**src/rtl/core/tfm_pkg.sv**
```systemverilog
// shared constants and types for the typed fifo mailbox
// no dependencies; imported by tfm_scan and typed_fifo_mailbox
`default_nettype none

package tfm_pkg;

    // default number of slots, at most SLOTS-1 items are held
    localparam int SLOTS_DEF = 16;

    // field widths
    localparam int TYPE_W    = 16;
    localparam int PAYLOAD_W = 64;
    localparam int OCC_W     = 4;
    localparam int STATUS_W  = 2;

    // stream data widths: fields packed from bit 0, padded to whole bytes
    localparam int S_DATA_W = 80;
    localparam int M_DATA_W = 72;

    // operation codes carried on the input tuser
    localparam logic OP_SEND = 1'b0;
    localparam logic OP_RECV = 1'b1;

    // result status codes carried on the output tuser
    typedef enum logic [STATUS_W-1:0] {
        ST_SENT     = 2'd0,
        ST_RECEIVED = 2'd1,
        ST_FULL     = 2'd2,
        ST_EMPTY    = 2'd3
    } status_t;

endpackage

`default_nettype wire

```
**src/rtl/core/tfm_scan.sv**
```systemverilog
// oldest-match tracker for the mailbox receive scan
// depends on tfm_pkg; fed one slot per cycle from the type/rank memory
`default_nettype none

module tfm_scan
    import tfm_pkg::*;
#(
    parameter int IDX_W = 4
)
(
    input  wire logic              clk,
    input  wire logic              rst_n,
    input  wire logic              clear,
    input  wire logic              chk_valid,
    input  wire logic [IDX_W-1:0]  chk_idx,
    input  wire logic [IDX_W-1:0]  last_idx,
    input  wire logic [TYPE_W-1:0] req_type,
    input  wire logic [TYPE_W-1:0] rd_type,
    input  wire logic [IDX_W-1:0]  rd_rank,
    output logic                   found,
    output logic [IDX_W-1:0]       pick,
    output logic [IDX_W-1:0]       best_rank,
    output logic [TYPE_W-1:0]      last_type,
    output logic [IDX_W-1:0]       last_rank
);

    logic              found_reg;
    logic              found_next;
    logic [IDX_W-1:0]  pick_reg;
    logic [IDX_W-1:0]  best_rank_reg;
    logic [TYPE_W-1:0] last_type_reg;
    logic [IDX_W-1:0]  last_rank_reg;
    logic              hit;
    logic              at_last;

    // lower rank means earlier arrival
    assign hit = chk_valid && (rd_type == req_type)
                 && (!found_reg || (rd_rank < best_rank_reg));
    assign at_last = chk_valid && (chk_idx == last_idx);

    always_comb
    begin
        found_next = found_reg;
        if (clear)
        begin
            found_next = 1'b0;
        end
        else if (hit)
        begin
            found_next = 1'b1;
        end
    end

    always_ff @(posedge clk or negedge rst_n)
    begin
        if (!rst_n)
        begin
            found_reg <= 1'b0;
        end
        else
        begin
            found_reg <= found_next;
        end
    end

    always_ff @(posedge clk)
    begin
        if (hit)
        begin
            pick_reg      <= chk_idx;
            best_rank_reg <= rd_rank;
        end
        if (at_last)
        begin
            last_type_reg <= rd_type;
            last_rank_reg <= rd_rank;
        end
    end

    assign found     = found_reg;
    assign pick      = pick_reg;
    assign best_rank = best_rank_reg;
    assign last_type = last_type_reg;
    assign last_rank = last_rank_reg;

endmodule

`default_nettype wire

```
**src/rtl/core/typed_fifo_mailbox.sv**
```systemverilog
// typed fifo mailbox: top level with slot memories, sequencer and output register
// depends on tfm_pkg and tfm_scan
`default_nettype none

// A mailbox of SLOTS slots holding up to SLOTS-1 items, each a 16-bit type and
// a 64-bit payload. An input item with tuser 0 sends: it is stored behind the
// held ones, or refused with status full. An input item with tuser 1 receives:
// the oldest held item of the named type is returned and removed, the last held
// item moves into its slot and younger arrival ranks drop by one; with no match
// the status is empty and nothing changes. Every input item gives exactly one
// result item carrying status, payload (zero unless received) and the number of
// held items afterwards (low 4 bits). Items are handled one at a time. A send,
// or a receive on an empty mailbox, goes from acceptance straight to the done
// state. A receive with n items held scans all n slots and, after a match,
// repairs ranks: the type/rank memory has one read port, so the search reads one
// slot per cycle, and the rank repair after a match reads and writes back slots
// 0 to n-2 one per cycle. A result waiting in the output register blocks only
// the next result, not the next acceptance once the block is back in idle. No
// clearing pass is needed after reset.
module typed_fifo_mailbox
    import tfm_pkg::*;
#(
    parameter int SLOTS = SLOTS_DEF
)
(
    input  wire logic                clk,
    input  wire logic                rst_n,
    input  wire logic                s_axis_tvalid,
    output logic                     s_axis_tready,
    // msg_type [15:0], payload [79:16]
    input  wire logic [S_DATA_W-1:0] s_axis_tdata,
    // operation [0]
    input  wire logic                s_axis_tuser,
    output logic                     m_axis_tvalid,
    input  wire logic                m_axis_tready,
    // payload_out [63:0], occupancy [67:64], zero pad [71:68]
    output logic [M_DATA_W-1:0]      m_axis_tdata,
    // status [1:0]
    output logic [STATUS_W-1:0]      m_axis_tuser
);

    localparam int IDX_W = $clog2(SLOTS);
    localparam int TM_W  = TYPE_W + IDX_W;
    localparam int PAD_W = M_DATA_W - PAYLOAD_W - OCC_W;
    localparam logic [IDX_W-1:0] FULL_COUNT = IDX_W'(SLOTS - 1);

    // sequencer states, one-hot
    typedef enum logic [6:0] {
        S_IDLE     = 7'b0000001,
        S_SCAN     = 7'b0000010,
        S_SCAN_END = 7'b0000100,
        S_FETCH    = 7'b0001000,
        S_ADJ      = 7'b0010000,
        S_DRAIN    = 7'b0100000,
        S_DONE     = 7'b1000000
    } state_t;

    // what the payload memory read of last cycle was for
    typedef enum logic [1:0] {
        PT_NONE = 2'd0,
        PT_LAST = 2'd1,
        PT_PICK = 2'd2
    } ptag_t;

    // slot memories: {rank, type} and payload, one write and one read port each
    logic [TM_W-1:0]      tm_mem [SLOTS];
    logic [PAYLOAD_W-1:0] pl_mem [SLOTS];
    logic [TM_W-1:0]      tm_rd_reg;
    logic [PAYLOAD_W-1:0] pl_rd_reg;

    logic                 tm_we;
    logic [IDX_W-1:0]     tm_waddr;
    logic [TM_W-1:0]      tm_wdata;
    logic                 pl_we;
    logic [IDX_W-1:0]     pl_waddr;
    logic [PAYLOAD_W-1:0] pl_wdata;
    logic [IDX_W-1:0]     pl_raddr;

    // control registers
    state_t           state_reg, state_next;
    logic [IDX_W-1:0] idx_reg, idx_next;
    logic [IDX_W-1:0] held_reg, held_next;
    logic             chk_valid_reg, chk_valid_next;
    logic             wb_valid_reg, wb_valid_next;
    ptag_t            ptag_reg, ptag_next;
    logic             m_valid_reg, m_valid_next;

    // item registers
    logic [TYPE_W-1:0]    type_reg, type_next;
    status_t              status_reg, status_next;
    logic [PAYLOAD_W-1:0] data_reg, data_next;
    logic [PAYLOAD_W-1:0] last_pl_reg, last_pl_next;
    logic [IDX_W-1:0]     chk_idx_reg, chk_idx_next;
    logic [IDX_W-1:0]     wb_idx_reg, wb_idx_next;
    status_t              st_out_reg, st_out_next;
    logic [PAYLOAD_W-1:0] pl_out_reg, pl_out_next;
    logic [OCC_W-1:0]     occ_out_reg, occ_out_next;

    // scan results
    logic              scan_clear;
    logic              found;
    logic [IDX_W-1:0]  pick;
    logic [IDX_W-1:0]  best_rank;
    logic [TYPE_W-1:0] last_type;
    logic [IDX_W-1:0]  last_rank;

    logic                 accept;
    logic                 in_op;
    logic [TYPE_W-1:0]    in_type;
    logic [PAYLOAD_W-1:0] in_payload;
    logic [TYPE_W-1:0]    rd_type;
    logic [IDX_W-1:0]     rd_rank;
    logic [IDX_W-1:0]     last_idx;
    logic [IDX_W-1:0]     moved_rank;

    assign in_op      = s_axis_tuser;
    assign in_type    = s_axis_tdata[TYPE_W-1:0];
    assign in_payload = s_axis_tdata[TYPE_W +: PAYLOAD_W];

    // one item in flight at a time; results wait in the output register
    assign s_axis_tready = (state_reg == S_IDLE);
    assign accept        = s_axis_tvalid && s_axis_tready;

    assign rd_type  = tm_rd_reg[TYPE_W-1:0];
    assign rd_rank  = tm_rd_reg[TYPE_W +: IDX_W];
    assign last_idx = held_reg - 1'b1;

    // the entry moved into the freed slot keeps its order among the rest
    assign moved_rank = (last_rank > best_rank) ? (last_rank - 1'b1) : last_rank;

    tfm_scan #(
        .IDX_W (IDX_W)
    ) u_scan (
        .clk       (clk),
        .rst_n     (rst_n),
        .clear     (scan_clear),
        .chk_valid (chk_valid_reg),
        .chk_idx   (chk_idx_reg),
        .last_idx  (last_idx),
        .req_type  (type_reg),
        .rd_type   (rd_type),
        .rd_rank   (rd_rank),
        .found     (found),
        .pick      (pick),
        .best_rank (best_rank),
        .last_type (last_type),
        .last_rank (last_rank)
    );

    always_comb
    begin
        state_next     = state_reg;
        idx_next       = idx_reg;
        held_next      = held_reg;
        chk_valid_next = 1'b0;
        chk_idx_next   = idx_reg;
        wb_valid_next  = 1'b0;
        wb_idx_next    = idx_reg;
        ptag_next      = PT_NONE;
        type_next      = type_reg;
        status_next    = status_reg;
        data_next      = data_reg;
        last_pl_next   = last_pl_reg;
        st_out_next    = st_out_reg;
        pl_out_next    = pl_out_reg;
        occ_out_next   = occ_out_reg;
        scan_clear     = 1'b0;
        pl_raddr       = pick;

        m_valid_next = m_valid_reg;
        if (m_axis_tready)
        begin
            m_valid_next = 1'b0;
        end

        // payload memory read data lands in the cycle after the address
        case (ptag_reg)
            PT_LAST: last_pl_next = pl_rd_reg;
            PT_PICK: data_next    = pl_rd_reg;
            default: ;
        endcase

        // rank repair writeback, each slot written in the cycle after its read
        tm_we    = 1'b0;
        tm_waddr = wb_idx_reg;
        tm_wdata = tm_rd_reg;
        pl_we    = 1'b0;
        pl_waddr = pick;
        pl_wdata = last_pl_reg;
        if (wb_valid_reg)
        begin
            if (wb_idx_reg == pick)
            begin
                tm_we    = 1'b1;
                tm_waddr = pick;
                tm_wdata = {moved_rank, last_type};
                pl_we    = 1'b1;
            end
            else if (rd_rank > best_rank)
            begin
                tm_we    = 1'b1;
                tm_wdata = {rd_rank - 1'b1, rd_type};
            end
        end

        case (state_reg)
            S_IDLE:
            begin
                if (accept)
                begin
                    type_next = in_type;
                    data_next = '0;
                    if (in_op == OP_SEND)
                    begin
                        if (held_reg == FULL_COUNT)
                        begin
                            status_next = ST_FULL;
                        end
                        else
                        begin
                            // new item goes just past the held ones, youngest rank
                            tm_we       = 1'b1;
                            tm_waddr    = held_reg;
                            tm_wdata    = {held_reg + 1'b1, in_type};
                            pl_we       = 1'b1;
                            pl_waddr    = held_reg;
                            pl_wdata    = in_payload;
                            held_next   = held_reg + 1'b1;
                            status_next = ST_SENT;
                        end
                        state_next = S_DONE;
                    end
                    else if (held_reg == '0)
                    begin
                        status_next = ST_EMPTY;
                        state_next  = S_DONE;
                    end
                    else
                    begin
                        idx_next   = '0;
                        scan_clear = 1'b1;
                        state_next = S_SCAN;
                    end
                end
            end
            S_SCAN:
            begin
                chk_valid_next = 1'b1;
                chk_idx_next   = idx_reg;
                // fetch the last held payload while the search runs
                if (idx_reg == '0)
                begin
                    pl_raddr  = last_idx;
                    ptag_next = PT_LAST;
                end
                if (idx_reg == last_idx)
                begin
                    state_next = S_SCAN_END;
                end
                else
                begin
                    idx_next = idx_reg + 1'b1;
                end
            end
            S_SCAN_END:
            begin
                state_next = S_FETCH;
            end
            S_FETCH:
            begin
                if (!found)
                begin
                    status_next = ST_EMPTY;
                    state_next  = S_DONE;
                end
                else
                begin
                    status_next = ST_RECEIVED;
                    pl_raddr    = pick;
                    ptag_next   = PT_PICK;
                    idx_next    = '0;
                    state_next  = (last_idx == '0) ? S_DRAIN : S_ADJ;
                end
            end
            S_ADJ:
            begin
                wb_valid_next = 1'b1;
                wb_idx_next   = idx_reg;
                if (idx_reg == IDX_W'(last_idx - 1'b1))
                begin
                    state_next = S_DRAIN;
                end
                else
                begin
                    idx_next = idx_reg + 1'b1;
                end
            end
            S_DRAIN:
            begin
                state_next = S_DONE;
            end
            S_DONE:
            begin
                if (!m_valid_reg || m_axis_tready)
                begin
                    if (status_reg == ST_RECEIVED)
                    begin
                        held_next = held_reg - 1'b1;
                    end
                    m_valid_next = 1'b1;
                    st_out_next  = status_reg;
                    pl_out_next  = data_reg;
                    occ_out_next = OCC_W'(held_next);
                    state_next   = S_IDLE;
                end
            end
            default:
            begin
                state_next = S_IDLE;
            end
        endcase
    end

    always_ff @(posedge clk or negedge rst_n)
    begin
        if (!rst_n)
        begin
            state_reg     <= S_IDLE;
            idx_reg       <= '0;
            held_reg      <= '0;
            chk_valid_reg <= 1'b0;
            wb_valid_reg  <= 1'b0;
            ptag_reg      <= PT_NONE;
            m_valid_reg   <= 1'b0;
        end
        else
        begin
            state_reg     <= state_next;
            idx_reg       <= idx_next;
            held_reg      <= held_next;
            chk_valid_reg <= chk_valid_next;
            wb_valid_reg  <= wb_valid_next;
            ptag_reg      <= ptag_next;
            m_valid_reg   <= m_valid_next;
        end
    end

    always_ff @(posedge clk)
    begin
        type_reg    <= type_next;
        status_reg  <= status_next;
        data_reg    <= data_next;
        last_pl_reg <= last_pl_next;
        chk_idx_reg <= chk_idx_next;
        wb_idx_reg  <= wb_idx_next;
        st_out_reg  <= st_out_next;
        pl_out_reg  <= pl_out_next;
        occ_out_reg <= occ_out_next;
    end

    // type/rank memory, read address is the sweep counter
    always_ff @(posedge clk)
    begin
        if (tm_we)
        begin
            tm_mem[tm_waddr] <= tm_wdata;
        end
        tm_rd_reg <= tm_mem[idx_reg];
    end

    // payload memory
    always_ff @(posedge clk)
    begin
        if (pl_we)
        begin
            pl_mem[pl_waddr] <= pl_wdata;
        end
        pl_rd_reg <= pl_mem[pl_raddr];
    end

    assign m_axis_tvalid = m_valid_reg;
    assign m_axis_tuser  = st_out_reg;
    assign m_axis_tdata  = {{PAD_W{1'b0}}, occ_out_reg, pl_out_reg};

    // never more than SLOTS-1 items held
    a_held_bound: assert property (@(posedge clk) disable iff (!rst_n)
        held_reg <= FULL_COUNT)
        else $error("held count beyond capacity");

    // a send write never meets a rank repair write
    a_no_write_clash: assert property (@(posedge clk) disable iff (!rst_n)
        (accept && (in_op == OP_SEND)) |-> !wb_valid_reg)
        else $error("send write overlaps repair writeback");

    // held count moves only on a send acceptance or when a result is issued
    a_held_change: assert property (@(posedge clk) disable iff (!rst_n)
        !$stable(held_reg) |-> ($past(state_reg) == S_DONE) || $past(accept))
        else $error("held count changed outside send or result");

    // a result appears only out of the done state
    a_result_src: assert property (@(posedge clk) disable iff (!rst_n)
        $rose(m_axis_tvalid) |-> ($past(state_reg) == S_DONE))
        else $error("result issued outside done state");

    // a matched entry always carries a real rank
    a_rank_nonzero: assert property (@(posedge clk) disable iff (!rst_n)
        ((state_reg == S_FETCH) && found) |-> (best_rank != '0))
        else $error("matched entry has rank zero");

endmodule

`default_nettype wire
```
**config.mk**
```make
export PLATFORM = sky130hd
export DESIGN_NAME = typed_fifo_mailbox
export DESIGN_NICKNAME = d
export VERILOG_FILES = /design/src/rtl/core/tfm_pkg.sv /design/src/rtl/core/tfm_scan.sv /design/src/rtl/core/typed_fifo_mailbox.sv
export SDC_FILE = /design/constraint.sdc
export NUM_CORES = 2
export LEC_CHECK = 0
export ABC_CLOCK_PERIOD_IN_PS = 15200
export BUFFER_PORTS_ARGS = -buffer_cell sky130_fd_sc_hd__buf_4
export CAP_MARGIN = 40
export CORE_MARGIN = 5
export CORE_UTILIZATION = 60
export CTS_BUF_LIST = sky130_fd_sc_hd__clkbuf_8
export CTS_CLUSTER_DIAMETER = 120
export DETAILED_ROUTE_END_ITERATION = 6
export HOLD_SLACK_MARGIN = 0.05
export PLACE_DENSITY = 0.77
export SETUP_SLACK_MARGIN = 0.05
export SYNTH_ARGS = -nofsm -noshare
export SYNTH_HDL_FRONTEND = slang
export SYNTH_HIERARCHICAL = 1
export SYNTH_SLANG_ARGS = --single-unit
export TNS_END_PERCENT = 20
```
**constraint.sdc**
```tcl
create_clock -name clk -period 15.2 [get_ports clk]
set_input_delay 0.76 -clock clk [delete_from_list [all_inputs] [get_ports clk]]
set_output_delay 0.76 -clock clk [all_outputs]
set_load 0.02 [all_outputs]
```
==> impl_metrics.csv <==
group,metric,value,unit
global_routing,grt_antenna_before_repair,2,
synth,yosysMostFrequentCell,"edfxtp_1",
pwr,power_density,159,mW/mm^2
place,dp_hpwl,106,mm
drt,first_pass_iters,6,
place,place_ws,9.60,ns
clocking,cts_tree,"built",
synth,ys_ff_latch,1697,
global_routing,grt_util_all_layers,28.2,%
floorplanning,fp.dieH,359,microns
synth,ys_top_cells_by_count,"1,524 x edfxtp_1, 992 x nand2_1, 478 x mux4_2",
drt,antenna_left,0,
floorplanning,num_rows,128,
setup_path,path_max_fanout,159,
cells_and_area,post-route-util,67.8,%
synth,netlist_instances,4616,
synth,synth_flop_cell,"edfxtp_1",
floorplanning,start_util,60.2,%
floorplanning,num_io_pins,161,
cells_and_area,largest_reg_flops,1024,
clocking,ctsRootBufferMaster,"clkbuf_8",
floorplanning,dieArea,0.129,sq mm
timing,fin_hold_ws,0.202,ns
clocking,clock-sinks,1697,
synth,netlist.top_cell.by_area,"edfxtp_1",
setup_path,worst-setup-path-type,"flip-flop to flip-flop",
flow_run,drv_cap,0,
setup_path,crit_top_cell,"buf_16",
synth,yosysUniqueCellTypes,78,
setup_path,arrival,6.48,ns
clocking,clk_pin_slew,0.06,ns
cells_and_area,reg_top3,"pl_mem x1024, tm_mem x320",
clocking,clk_path_buf_depth,4,
pwr,switchingPower,4050,uW
clocking,clk_latency,0.97,ns
drt,drc,0,
pwr,swShare,30.9,%
synth,ys_async_sr_fraction,1.24,%
global_routing,overflow,0,
timing,max_freq,176,MHz
timing,skew,0.0565,ns
timing,period_needed,5.68,ns
drt,wire_per_inst,27.2,microns
floorplanning,die_w,359,microns
setup_path,end_kind,"flip-flop",
pwr,seqPwrFrac,46.3,%
cells_and_area,layout-drive-gt1-share,23.1,%
pwr,ir_drop,0.000124,V
timing,rsz0062_at_grt,"false",
cells_and_area,largest_register,"pl_mem",
synth,avgSynthCellArea,15.8,sq um
drt,vias,44000,
setup_path,critPathMaxStageDelay,0.79,ns
timing,worst_slew_pin_slew,1.03,ns
drt,wl,183,mm
run_status,status,"finished, final reports clean",
timing,setup_viol,0,
timing,final-hold-violation-count,0,
pwr,p_clk_share,28.0,%
place,placement.io_buffers,156,
setup_path,cp_num_buf_inv,7,
timing,period_share,37.4,%
synth,synthTopCellsByArea,"edfxtp_1 63%, mux4_2 15%, nand2_1 5.1%",
drt,routed_via_density,6.52,
setup_path,startpoint_type,"flip-flop",
floorplanning,coreArea,0.121,sq mm
global_routing,first_global_vias,45200,
synth,synth_edf_count,1524,
global_routing,grt_start_max_net_pins,160,
timing,slew_headroom,31.1,%
cells_and_area,fin_nets,5009,
min_path,hold_class,"input port to flip-flop",
setup_path,crit_chain,"buf_16, inv_1, ha_1, nor3b_1, nand3_4, clkinv_8, buf_4, buf_16, o31a_2, buf_4, buf_16, a21oi_1, or4_1",
synth,yosys_warnings,6,
timing,setup_tns,0,ns
synth,synth_area,0.0731,sq mm
setup_path,cp.required,16.00,ns
drt,drtIter0Drc,5716,
clocking,cts_htree_levels,5,
global_routing,grt_pass1_wl,277,mm
setup_path,crit_family,"buffers and inverters",
timing,worst_slack,9.52,ns
pwr,power_leakage,0.0286,uW
cells_and_area,area_delta_synth_final,12.6,%
synth,yosysTopAreaCellShare,62.6,%
synth,yosysSeqAreaShare,67.5,%
cells_and_area,design_area,0.0823,sq mm
clocking,numCtsBuffers,280,
timing,drv_slew,0,
setup_path,critPathSlowestCell,"clkinv_8",
place,gp_congestion,0.820,
pwr,p_int,9060,uW
pwr,pwr-share-comb,25.7,%
place,place_area,0.0770,sq mm
-- cell families (layout without fill, tap and decap cells) --
| logic type | Yosys count | count (layout) | share of synthesized area, % |
|---|---|---|---|
| AO/OA/AOI/OAI | 424 | 424 | 3.21 |
| XOR/XNOR | 46 | 46 | 0.615 |
| adder cells (fa/ha/maj) | 19 | 19 | 0.325 |
| buffers and inverters | 335 | 828 | 1.97 |
| flip-flops | 1697 | 1697 | 67.5 |
| multiplexers | 755 | 755 | 18.5 |
| other | 1 | 5 | 0.00513 |
| AND/OR/NAND/NOR | 1339 | 1339 | 7.81 |
-- layer usage --
layer  routed length (microns)  track usage (%)  part of all wire (%)  up-vias
li1                          -                -                     -    18500
met1                     70100             39.5                    38    22400
met2                     89300             45.5                    49     2698
met3                     18200             5.43                   9.9      418
met4                      5790             9.66                   3.2        2
met5                        14                0                0.0076        -
-- through the flow --
stage	instances	power [uW]
final	6738	13100
after global routing	6738	13600
after CTS	6735	13100
after detailed placement	6228	9490
after global placement	6171	9310
after floorplan	4619	8370
-- path summary, 6_finish.rpt --
path | from | endpoint | slack [ns] | depth (start not counted)
worst max-delay path | chk_idx_next[0] | pl_rd_reg[34] | 9.52 | 13
worst min-delay path | s_axis_tuser | status_reg[0] | 0.20 | 2
worst max register to register | chk_idx_next[0] | pl_rd_reg[34] | 9.52 | 13
worst min register to register | data_reg[35] | pl_out_reg[35] | 0.41 | 0
max in group asynchronous | rst_n | held_reg[0] | 14.67 | 2
min in group asynchronous | rst_n | m_axis_tvalid | 0.23 | 2
-- power by group through the flow --
stage	registers [uW]	clock network, uW	logic (uW)
2_1_floorplan	6030	0	2330
3_5_place_dp	6160	0	3330
4_1_cts	6070	3720	3350
3_3_place_gp	6170	0	3130
6_report	6070	3670	3370
5_1_grt	6100	3960	3590
-- final cells by class --
cell class | count | area, sq um
well taps | 1625 | 2030
flip-flops and latches | 1697 | 49300
diodes | 1 | 2.50
repair buffers | 310 | 3140
clock buffers | 300 | 4130
fillers | 7953 | 39100
clock inverters | 189 | 940
inverters | 29 | 126
multi-input cells | 2587 | 22600
-- worst register-to-register path: stages (launching register included) --
cell	delay, ns
dfrtp_4	0.67
buf_16	0.29
inv_1	0.14
ha_1	0.15
nor3b_1	0.49
nand3_4	0.60
clkinv_8	0.80
buf_4	0.50
buf_16	0.31
o31a_2	0.25
buf_4	0.45
buf_16	0.34
a21oi_1	0.12
or4_1	0.42
-- layout by cell type, fill, tap and decap left out, types with 5 or more instances in the layout --
| cell | instances |
|---|---|
| clkinvlp_4 | 6 |
| dlygate4sd3_1 | 18 |
| clkinv_1 | 37 |
| ha_1 | 18 |
| a21oi_1 | 325 |
| nand2b_1 | 10 |
| buf_12 | 11 |
| nand2_1 | 991 |
| clkinv_2 | 28 |
| xnor2_1 | 15 |
| or4_1 | 63 |
| nor2_2 | 8 |
| a211oi_1 | 6 |
| nand3_1 | 134 |
| xor2_1 | 28 |
| bufinv_16 | 6 |
| nor2_4 | 15 |
| edfxtp_1 | 1524 |
| dfxtp_1 | 152 |
| nor4_1 | 9 |
| mux4_2 | 478 |
| nor2b_1 | 5 |
| dfrtp_1 | 17 |
| buf_16 | 31 |
| a31oi_1 | 26 |
| buf_4 | 247 |
| clkbuf_8 | 300 |
| mux2i_1 | 272 |
| nor3_1 | 16 |
| nor2_1 | 44 |
| a21o_1 | 6 |
| inv_1 | 134 |
| o22ai_1 | 11 |
| o21ai_0 | 15 |
-- timing repair --
action | CTS | global route
hold endpoints to repair | 39 | 0
setup buffers | 0 | 0
hold buffers | 18 | 0
gates resized for setup | 0 | 0
Power figures use the tool's default switching activity.
